### src/rtl/plst_pkg.sv
// ----------------------------------------------------------------------------
// plst_pkg: shared types and constants
// Opcodes, the queued command record and the statistics entry record.
// ----------------------------------------------------------------------------
`default_nettype none

package plst_pkg;

    localparam logic [1:0] OP_COLLECT = 2'd0;
    localparam logic [1:0] OP_CHECK   = 2'd1;
    localparam logic [1:0] OP_READ    = 2'd2;

    localparam logic [31:0] ALL_ONES_32 = 32'hFFFF_FFFF;
    localparam logic [63:0] ALL_ONES_64 = 64'hFFFF_FFFF_FFFF_FFFF;

    // command handed from the front end to the back end
    typedef struct packed {
        logic [1:0]  op;
        logic        bad;
        logic [31:0] dur;
        logic [63:0] start;
        logic [15:0] idx;
    } t_cmd;

    typedef struct packed {
        logic [31:0] count;
        logic [63:0] sum;
        logic [31:0] min;
        logic [31:0] max;
        logic [63:0] max_start;
        logic [31:0] warnings;
    } t_entry;

    typedef struct packed {
        logic [63:0] start_time;
        logic        over_warning;
        logic        index_error;
        logic [31:0] hit_count;
        logic [31:0] min_duration;
        logic [31:0] avg_duration;
        logic [31:0] max_duration;
        logic [63:0] max_start_time;
        logic [31:0] warning_line;
        logic [31:0] warning_count;
    } t_result;

endpackage

`default_nettype wire

### src/rtl/plst_queue.sv
// ----------------------------------------------------------------------------
// plst_queue: two-entry command queue
// Decouples the front end from the back end.
// ----------------------------------------------------------------------------
`default_nettype none

module plst_queue (
    input  wire logic      i_clk,
    input  wire logic      i_rst_n,
    input  wire logic      i_valid,
    output logic           o_ready,
    input  plst_pkg::t_cmd i_cmd,
    output logic           o_valid,
    input  wire logic      i_ready,
    output plst_pkg::t_cmd o_cmd
);
    import plst_pkg::*;

    t_cmd r_mem [2];
    logic r_wp;
    logic r_rp;
    logic [1:0] r_cnt;
    logic w_push;
    logic w_pop;

    assign o_ready = (r_cnt != 2'd2);
    assign o_valid = (r_cnt != 2'd0);
    assign o_cmd   = r_mem[r_rp];
    assign w_push  = i_valid && o_ready;
    assign w_pop   = o_valid && i_ready;

    always_ff @(posedge i_clk) begin
        if (w_push) begin
            r_mem[r_wp] <= i_cmd;
        end
        if (!i_rst_n) begin
            r_wp  <= 1'b0;
            r_rp  <= 1'b0;
            r_cnt <= 2'd0;
        end else begin
            if (w_push) r_wp <= ~r_wp;
            if (w_pop)  r_rp <= ~r_rp;
            r_cnt <= r_cnt + {1'b0, w_push} - {1'b0, w_pop};
        end
    end

endmodule

`default_nettype wire

### config.mk
export PLATFORM = sky130hd
export DESIGN_NAME = plst_queue
export DESIGN_NICKNAME = d
export VERILOG_FILES = /design/src/rtl/plst_pkg.sv /design/src/rtl/plst_queue.sv
export SDC_FILE = /design/constraint.sdc
export NUM_CORES = 1
export LEC_CHECK = 0
export ABC_CLOCK_PERIOD_IN_PS = 6800
export BUFFER_PORTS_ARGS = -buffer_cell sky130_fd_sc_hd__buf_4
export CAP_MARGIN = 20
export CORE_MARGIN = 2
export CORE_UTILIZATION = 52
export DETAILED_ROUTE_END_ITERATION = 10
export MAX_ROUTING_LAYER = met4
export PLACE_DENSITY = 0.79
export SLEW_MARGIN = 30
export SYNTH_ARGS = -nofsm -noshare
export SYNTH_HDL_FRONTEND = slang
export SYNTH_SLANG_ARGS = --single-unit
### constraint.sdc
create_clock -name i_clk -period 6.8 [get_ports i_clk]
set_input_delay 0.34 -clock i_clk [delete_from_list [all_inputs] [get_ports i_clk]]
set_output_delay 0.34 -clock i_clk [all_outputs]
set_load 0.02 [all_outputs]
; Word-level counts from Yosys, hierarchy flattened
; Memories as Yosys holds them, arrays and structs flattened. A register that Yosys moved wholly into a read port is not among the register bits.
; Cells that the tools add are included.
[totals]
n_memories = 1
register_bits = 4
ram_bits = 230
word_cells = 16
[classes]
n_reduce_logical = 3
mux = 4
bitwise = 2
addsub = 2
eq_ne = 1
[mem_list]
columns = memory, depth, word_bits, read_ports, rd_ports_with_merged_regs, wr, line_no
row1 = r_mem, 2, 115, 1, 1, 1, plst_queue.sv:19  ; t_cmd r_mem [2];
[op_table]
columns = op, count
row1 = two-way mux 1 bit, 4
row2 = adder 2 x 1 -> 2 bit, 1
row3 = logical AND 1 bit, 2
row4 = "inequality test 2 bit, second input constant", 1
row5 = inverter 1 bit, 2
row6 = nonzero test 2 bit, 1
row7 = subtractor 2 x 1 -> 2 bit, 1

; Logic depth before layout (Yosys ltp)
[depth]
word_depth = 4
ltp_mapped = 8

; Worst setup path before layout
; No wires, ideal clock.
[synth_timing]
kind = flip-flop to flip-flop
startpoint = register r_cnt[0]
endpoint = memory r_mem[0][0] (netlist bit), enable pin
path_buffers = 0
setup_time_ns = 0.590
t_required_ns = 6.210
stages_incl_launch_ff = 4
arrival_ns = 5.538
slack_ns = 0.672
path_cell_list = dfxtp_1 nand2b_1 nand2_1 nor2_1
[synth_via]
elab_chain_len = 4
[synth_lines]
columns = element, line_no
row1 = start: declaration, plst_queue.sv:22  ; logic [1:0] r_cnt;
row2 = start signal: assignment, plst_queue.sv:43  ; r_cnt <= r_cnt + {1'b0, w_push} - {1'b0, w_pop};
row3 = inequality test 2 bit, plst_queue.sv:26  ; assign o_ready = (r_cnt != 2'd2);
row4 = named net o_ready, plst_queue.sv:11  ; output logic o_ready,
row5 = logical AND 1 bit, plst_queue.sv:29  ; assign w_push = i_valid && o_ready;
row6 = two-way mux 1 bit, plst_queue.sv:33  ; if (w_push) begin
row7 = two-way mux 1 bit (implied by the code), plst_queue.sv:34  ; r_mem[r_wp] <= i_cmd;
row8 = end: declaration, plst_queue.sv:19
; The timed path passes the listed nets, and every way through them passes these cells.

==> out/results.ini <==
[critical_path]
critPathKind = reg2out
rr_worst_depth = 4
crit_path_end_kind = output port
required_ns = 6.46
r2r_slack_ns = 4.27
cp.arrival_ns = 2.66
r2r_end = r_mem[0][70]
cp-start-kind = flip-flop
r2r-start = r_cnt[0]
cp_max_fo = 73

[synthesis]
seq_area_frac_synth = 0.802
synth.distinct_cells = 18
syn_avg_cell_area_sq_um = 22.9
syn_inst = 382
synth_area_leaders = edfxtp_1 79%, mux2_4 8.6%, mux2_2 8.4%
synth_nets = 503
synth_commonest_cells = 230 x edfxtp_1, 65 x mux2_2, 50 x mux2_4, 7 x buf_6, 6 x buf_2
syn_area_sq_um = 8730
synth_top_area_share = 0.791
yosysMostFrequentCell = edfxtp_1
synth_ff_type = edfxtp_1
async_flop_share = 0
synth_edf_count = 230
synth-seq-cells = 235
post-synth-top-area-cell = edfxtp_1
yosysWarnings = 0

[final_layout]
nets = 754
syn_to_final_growth_pct = 31.0
drive_gt1_frac = 0.599
num_antenna_cells = 0
n_fill_cell = 1088

[global_routing]
grt_util_all_layers = 0.183
grt_first_pass_wirelength_mm = 24.4
grt_max_degree = 90
gr-total-overflow = 0
grt_pass1_vias = 4579
antenna_found_initial = 0

[drt]
drc_errors = 0
vias_per_cell = 5.07
antenna_left = 0
wirelength_mm = 16.3
first_pass_iters = 4
wl_per_cell_microns = 18.7
vias = 4408
drt-initial-drc-count = 172

[power_and_ir_drop]
pwr_density_cell_nw_per_um2 = 379
peakVddDrop_uv = 256
swShare = 0.279
p_leak_nw = 4.36
power_switching_w = 0.00121
power_frac_clock = 0.275
power_frac_seq = 0.441
p_int_w = 0.00312
pwr-share-comb = 0.283

[timing]
relSlewSlack = 0.416
finalCriticalPeriod_ns = 3.00
final-hold-violation-count = 0
setup_viol = 0
worstMarginPinSlew_ns = 0.876
fin_crit_sh = 0.441
rsz0062_at_grt = no
fmax_mhz = 333
drv_slew = 0
fin_hold_ws_ns = 0.0224
finalSetupTns_ns = 0
skew_ns = 0.00823

[worst_hold_path]
holdPathStages = 1
worstHoldEndpoint = r_mem[1][40]
hold_start = i_cmd[40]
hold_path.class = in2reg

[flow_run]
drv_cap = 0

[cts]
cts-resized-gates = 0
cts_setup_buffers = 0
h-tree-depth = 1
clockBufferDepth = 3
clk_pin_slew_worst_paths_ns = 0.06
clk_latency_ns = 0.50
clockRootBuffer = clkbuf_16
cts_hold_buf = 0
cts_made_buffers = 24
cts_tree = done
clock_sinks = 235

[floorplan]
start_util = 0.528
die_h_microns = 134
core_sq_um = 16500
die_area_sq_um = 17800
row_count = 47
pin_count = 236
chipWidth_microns = 134

[place]
io_buffers = 235
dp_hpwl_mm = 10.8
finalWeightedCongestion = 0.765

[outcome]
status = finished, final reports clean

## flip-flops by register name (all words and copies together), names as in the netlist, named ones only
register,cells
r_cnt,2
r_mem,230
r_rp,1
r_wp,1
## per-stage QoR
step                      power (W)  instance area [sq um]  cells   util  worst slack, ns
after floorplan             0.00273                   8730    382      -            0.672
after global placement      0.00315                  10700    827  0.648             4.05
after detailed placement    0.00318                  10700    827  0.648             4.25
after CTS                   0.00438                  11400    869  0.692             3.76
after global routing        0.00450                  11400    869  0.692             3.67
final                       0.00433                  11400    869  0.692             3.80
## cell usage in the layout (no fill, tap or decap)
cell       count
buf_4        235
edfxtp_1     230
mux2_2        65
mux2_4        50
clkbuf_16     25
clkinv_1       6
clkinv_2       6
clkbuf_1       4
dfxtp_1        4
xnor2_1        3
buf_6          3
nand2b_1       2
nand2_1        2
nor2b_1        2
and2_1         2
ha_1           2
o21a_1         1
or2_2          1
inv_1          1
and3_4         1
nor2_4         1
mux2i_1        1
dfxtp_4        1
bufinv_16      1
## cell families after synthesis
| kind of cell | count (synthesis) | share of synthesized area |
|---|---|---|
| and+or+nand+nor | 11 | 0.00702 |
| adders and majority gates | 2 | 0.00287 |
| xor gates and xnor gates | 3 | 0.00301 |
| muxes | 116 | 0.171 |
| DFF | 235 | 0.802 |
| buffers and inverters | 14 | 0.0129 |
| AOI/OAI and AO/OA | 1 | 0.000860 |
## how the worst max path moves through the flow
stage,end,slack (ns),depth (start not counted)
after global routing,o_cmd[59],3.67,3
final,o_cmd[59],3.80,3
after floorplan,r_mem[0][0],0.67,3
after detailed placement,r_mem[0][68],4.25,4
after CTS,o_cmd[59],3.76,3
after global placement,r_mem[0][114],4.05,4
## power by group through the flow
stage	combinational [W]	clock [W]	sequential, W
after detailed placement	0.00124	0	0.00194
after CTS	0.00124	0.00122	0.00191
after global placement	0.00122	0	0.00193
after floorplan	0.000822	0	0.00191
after global routing	0.00130	0.00127	0.00193
final	0.00123	0.00119	0.00191
## cell type report
type | count | area, sq um | area share
clock buffer | 29 | 641 | 0.0560
clock inverter | 13 | 82.6 | 0.00722
inverter | 1 | 3.75 | 0.000328
multi-input combinational | 133 | 1630 | 0.142
sequential | 235 | 7010 | 0.613
tap | 220 | 275 | 0.0241
timing repair buffer | 238 | 1800 | 0.157
## critical path, stage by stage, from the launching register on
cell,delay [ns]
dfxtp_4,0.80
buf_6,0.64
mux2_2,0.43
buf_4,0.16
## metal layers
metal	share of wire	global-route usage	up-vias
met5	0	-	-
met1	0.40	0.220	2161
met3	0.084	0.0476	32
li1	-	-	2011
met4	0.022	0.0573	0
met2	0.50	0.307	204
No activity file was read; power rests on OpenSTA's default activity.
