File: config.mk
export PLATFORM = sky130hd
export DESIGN_NAME = plst_front
export DESIGN_NICKNAME = d
export VERILOG_FILES = /design/src/rtl/plst_pkg.sv /design/src/rtl/plst_front.sv
export SDC_FILE = /design/constraint.sdc
export NUM_CORES = 1
export LEC_CHECK = 0
export ABC_AREA = 0
export CORE_AREA = 5 5 136 138
export CTS_CLUSTER_DIAMETER = 30
export CTS_CLUSTER_SIZE = 10
export DETAILED_ROUTE_END_ITERATION = 10
export DIE_AREA = 0 0 141 143
export DONT_BUFFER_PORTS = 1
export GPL_TIMING_DRIVEN = 0
export PLACE_DENSITY = 0.7
export SETUP_SLACK_MARGIN = 0.15
export SKIP_LAST_GASP = 1
export SLEW_MARGIN = 15
export SYNTH_ARGS = -nofsm -noshare
export SYNTH_HDL_FRONTEND = slang
export SYNTH_SLANG_ARGS = --single-unit
File: constraint.sdc
create_clock -name i_clk -period 10.1 [get_ports i_clk]
set_input_delay 2.02 -clock i_clk [delete_from_list [all_inputs] [get_ports i_clk]]
set_output_delay 2.02 -clock i_clk [all_outputs]
set_load 0.05 [all_outputs]
File: src/rtl/plst_pkg.sv
// ----------------------------------------------------------------------------
// plst_pkg: shared types and constants
// Opcodes, the queued command record and the statistics entry record.
// ----------------------------------------------------------------------------
`default_nettype none

package plst_pkg;

    localparam logic [1:0] OP_COLLECT = 2'd0;
    localparam logic [1:0] OP_CHECK   = 2'd1;
    localparam logic [1:0] OP_READ    = 2'd2;

    localparam logic [31:0] ALL_ONES_32 = 32'hFFFF_FFFF;
    localparam logic [63:0] ALL_ONES_64 = 64'hFFFF_FFFF_FFFF_FFFF;

    // command handed from the front end to the back end
    typedef struct packed {
        logic [1:0]  op;
        logic        bad;
        logic [31:0] dur;
        logic [63:0] start;
        logic [15:0] idx;
    } t_cmd;

    typedef struct packed {
        logic [31:0] count;
        logic [63:0] sum;
        logic [31:0] min;
        logic [31:0] max;
        logic [63:0] max_start;
        logic [31:0] warnings;
    } t_entry;

    typedef struct packed {
        logic [63:0] start_time;
        logic        over_warning;
        logic        index_error;
        logic [31:0] hit_count;
        logic [31:0] min_duration;
        logic [31:0] avg_duration;
        logic [31:0] max_duration;
        logic [63:0] max_start_time;
        logic [31:0] warning_line;
        logic [31:0] warning_count;
    } t_result;

endpackage

`default_nettype wire

File: src/rtl/plst_front.sv
// ----------------------------------------------------------------------------
// plst_front: record intake
// Rebuilds start times from the running end timestamp, checks the index.
// ----------------------------------------------------------------------------
`default_nettype none

module plst_front #(
    parameter int IDX_W = 10
) (
    input  wire logic             i_clk,
    input  wire logic             i_rst_n,
    input  wire logic             i_valid,
    output logic                  o_ready,
    input  wire logic [1:0]       i_opcode,
    input  wire logic             i_new_file,
    input  wire logic [31:0]      i_end_delta,
    input  wire logic [31:0]      i_duration,
    input  wire logic [9:0]       i_entry_index,
    input  wire logic [10:0]      i_name_count,
    output logic                  o_cmd_valid,
    input  wire logic             i_cmd_ready,
    output plst_pkg::t_cmd        o_cmd
);
    import plst_pkg::*;

    localparam int ENTRIES = 1 << IDX_W;

    logic [63:0] r_end_time;
    logic [63:0] w_end;
    logic        w_rec;
    logic        w_bad;

    assign o_ready     = i_cmd_ready;
    assign o_cmd_valid = i_valid;
    assign w_rec = (i_opcode == OP_COLLECT) || (i_opcode == OP_CHECK);
    assign w_end = (i_new_file ? 64'd0 : r_end_time) + {32'd0, i_end_delta};
    assign w_bad = ({6'd0, i_entry_index} >= {5'd0, i_name_count}) ||
                   ({22'd0, i_entry_index} >= 32'(ENTRIES));

    always_comb begin
        o_cmd.op    = w_rec ? i_opcode : OP_READ;
        o_cmd.bad   = w_bad;
        o_cmd.dur   = i_duration;
        o_cmd.start = w_rec ? (w_end - {32'd0, i_duration}) : 64'd0;
        o_cmd.idx   = {6'd0, i_entry_index};
    end

    always_ff @(posedge i_clk) begin
        if (!i_rst_n) begin
            r_end_time <= 64'd0;
        end else if (i_valid && i_cmd_ready && w_rec) begin
            r_end_time <= w_end;
        end
    end

endmodule

`default_nettype wire

* Yosys cells after proc, flatten, opt, wreduce, memory -nomap -nowiden *
Cells that the tools add are included.

operators by class
  eq/ne operators = 1
  magnitude comparators = 1
  add/sub/neg operators = 2
  reductions and logical operators = 4
  mux-type cells = 3

operators with widths
  operator                                                         count
  64-bit 2-to-1 mux                                                2
  64-bit by 32-bit adder with 64-bit output                        1
  64-bit by 32-bit subtractor with 64-bit output                   1
  10-bit by 11-bit greater-or-equal comparator with 1-bit output   1
  2-bit by 1-bit == test with 1-bit output, second input constant  1
  1-bit logical AND                                                2
  2-bit logical NOT                                                1
  2-bit 2-to-1 mux                                                 1
  1-bit logical OR                                                 1

word-level totals
  register bits = 64
  output and inout bits = 117
  input port bits = 92

* Depth between registers and ports, before layout *
  depth after elaboration = 4
  gate-level depth with buffers = 29
  mapped depth without buffers = 23

* Least setup slack after synthesis *
OpenSTA, ideal clock, no wires.

  path type = input -> output
  from = in i_new_file
  to = out o_cmd[77] (netlist name)
  slack = -0.413 ns
  data required time = 8.080 ns
  arrival time = 8.493 ns
  cell stages on the path = 27
  cells stage by stage = clkbuf_1 -> buf_1 -> clkbuf_1 -> clkbuf_1 -> clkbuf_1 -> nor2b_1 -> ha_1 -> inv_1 -> fa_1 -> nand2b_1 -> a21oi_1 -> o21ai_0 -> nand2b_1 -> a21oi_1 -> o21ai_0 -> xor2_1 -> ha_1 -> and2_1 -> a22o_1 -> nor4_1 -> o31ai_1 -> a31oi_1 -> o211ai_1 -> nor2_1 -> clkbuf_1 -> nand2_1 -> o31ai_1

RTL lines
  item         RTL line          text
  from (decl)  plst_front.sv:15  input wire logic i_new_file,
  to (decl)    plst_front.sv:22  output plst_pkg::t_cmd o_cmd

==> run summary <==
Final Max Slew Viols - 0
Synth Flop Type - dfxtp_1
Cell variety after synth - 81
Pwr Total - 0.00120 W
Total Routed Length - 30900 microns
Area growth syn-to-layout - 13.0%
Highest Clock Rate - 0.103 GHz
cts bufs inserted - 9
CP max FO - 10
H-tree levels - 3
CP max stage cell - mux2_4
Hold Path Class - reg -> reg
clock skew - 0.00607 ns
Final Critical Period - 9.74 ns
std cell rows - 48
critical path's largest stage delay - 0.40 ns
Slew Limit Headroom - 28.7%
Final #Nets - 1564
Worst-path clk slew - 0.05 ns
clock root buffer - clkbuf_16
Post-Place Cell Area - 9590 sq um
worst skew pair latency - 0.35 ns
CTS tree - done
CP Buf/Inv Count - 8
RSZ-0062 raised after global routing - false
number of diodes - 0
Fin. Hold Viols - 0
PwrDens - 115 nW/um^2
crit path capture type - output port
Mean Syn Cell Area - 6.79 sq um
Biggest register - r_end_time
Startpoint Class - input pin
Post-DP HPWL - 24800 microns
post-synthesis cell area - 9240 sq um
Pre-antenna DRT Iters - 6
initial antenna violation count - 1
number of flops mapped to enable cells by yosys - 0
GPL Wtd Cong - 0.971
Iteration-0 DRC Markers - 864
largest registers - r_end_time: 64 flops
clock buffer depth - 2
# port buffers - 0
GR Util All Layers - 29.2%
final non-filler cell area - 10400 sq um
share of cells above drive strength 1 - 14.7%
Required @ worst endpoint - 8.08 ns
Final period util - 96.4%
CP delay by family, top - compound AO/OA/AOI/OAI gates
maxcap violations - 0
post-synthesis sequential area ratio - 13.9%
Initial Util - 54.2%
DR WL/cell - 19.0 microns
Ys Warns - 0
asr flop ratio synth - 0%
Vias/cell - 6.18
maximum vdd drop - 0.0682 mV
clk sinks - 64
DR DRC count - 0
number of synthesized register bits - 64
Hold Buf Count CTS - 0
commonest non-fill, non-tap cells in the layout - nand2_1 (184), nor2_1 (119), a21oi_1 (116)
antenna viol nets, final - 0
number of global-route vias before repair - 9233
Cells after Synth - 1360
die area - 20200 sq um
leak pwr - 4.34 nW
first-pass GRT wire length - 47900 microns
status - finished clean
Hold WS - 0.450 ns
Core Box Area - 17100 sq um
Die Wd - 141 microns
routed via count - 10000
max reg flops - 64
IO Pins - 209
final setup vio count - 0
grt ovf - 0
Tightest Pin Transition - 1.07 ns
most common cell after layout, fill and taps aside - nand2_1
largest net degree at the start of global routing - 12
WS Path Type - in -> out
Die Ht - 143 microns
worst path arrival time - 7.72 ns
cell families after synthesis:
family | Yosys count | synth area share [%]
AO/OA/AOI/OAI | 373 | 26.2
XOR/XNOR | 75 | 7.11
adder cells (fa/ha/maj) | 76 | 10.5
buffers and inverters | 170 | 9.46
flip-flops | 64 | 13.9
multiplexers | 11 | 1.27
other | 1 | 0.0406
AND/OR/NAND/NOR | 590 | 31.6
synth_stat cells, types with 8 or more instances:
| cell type | instances | area share [%] |
|---|---|---|
| a21oi_1 | 134 | 7.3 |
| clkbuf_1 | 44 | 1.8 |
| nor4_1 | 17 | 1.2 |
| buf_4 | 58 | 4.7 |
| ha_1 | 74 | 10 |
| o21a_1 | 15 | 1.2 |
| dfxtp_1 | 64 | 14 |
| xor2_1 | 24 | 2.3 |
| nand2b_1 | 14 | 0.95 |
| or4_1 | 12 | 0.98 |
| o21ai_0 | 56 | 3.0 |
| and4_1 | 9 | 0.85 |
| nand3_1 | 33 | 1.8 |
| or3_1 | 14 | 0.95 |
| a211oi_1 | 28 | 2.3 |
| and3_1 | 12 | 0.81 |
| nor2b_1 | 55 | 3.7 |
| nand4_1 | 22 | 1.5 |
| a31oi_1 | 8 | 0.54 |
| nor3_1 | 32 | 1.7 |
| a21o_1 | 36 | 2.9 |
| inv_1 | 59 | 2.4 |
| nand2_1 | 184 | 7.5 |
| nor2_1 | 133 | 5.4 |
| xnor2_1 | 51 | 4.8 |
| o211ai_1 | 17 | 1.4 |
| and2_1 | 23 | 1.6 |
area by class of cell:
type / instances / area [sq um]
flip-flops and latches: 64 / 1280
fillers: 1679 / 6620
repair buffers: 20 / 150
inverters: 60 / 225
multi-input cells: 1131 / 7500
plain buffers: 110 / 699
clock inverters: 6 / 58.8
well taps: 225 / 282
clock buffers: 10 / 239
power breakdown:
group | switching, W | leakage (nW) | total [W] | internal (W)
combinational | 0.000430 | 3.67 | 0.000611 | 0.000181
sequential | 0.00000535 | 0.520 | 0.000266 | 0.000260
clock | 0.000124 | 0.152 | 0.000320 | 0.000196
through the flow:
stage	worst slack, ns	setup TNS, ns	std cells	utilization (%)
global placement	-2.65	-84.29	1590	56.1
global route	0.125	0	1626	61.2
floorplan	0.00303	0	1365	-
finish	0.359	0	1626	61.2
detailed placement	-2.68	-85.17	1590	56.2
CTS	0.146	0	1619	60.3
worst min-delay path: stages (launching register included):
cell and delay [ns]:
dfxtp_1 0.30, nand2_1 0.05, a21oi_1 0.05
final timing paths:
kind | slack (ns) | depth (start not counted) | from | endpoint
worst min register to register | 0.45 | 2 | r_end_time[31] | r_end_time[31]
worst max register to register | 6.46 | 12 | r_end_time[30] | r_end_time[61]
worst min-delay path | 0.45 | 2 | r_end_time[31] | r_end_time[31]
worst max-delay path | 0.36 | 28 | i_new_file | o_cmd[71]
layer usage:
metal,up-vias,global-route usage [%],wire length (microns)
met3,77,5.76,2550
met4,0,10.6,1020
li1,4887,-,-
met5,-,0,0
met2,427,48.2,14100
met1,4656,38.0,13300
repair_timing:
item / CTS / global route
endpoints found under the hold margin: 0 / 0
gates cloned: 0 / 0
endpoints found under the setup margin: 51 / 41
gates resized for setup: 78 / 41
pin swaps: 13 / 19
setup buffers: 13 / 7
Power figures use the tool's default switching activity.
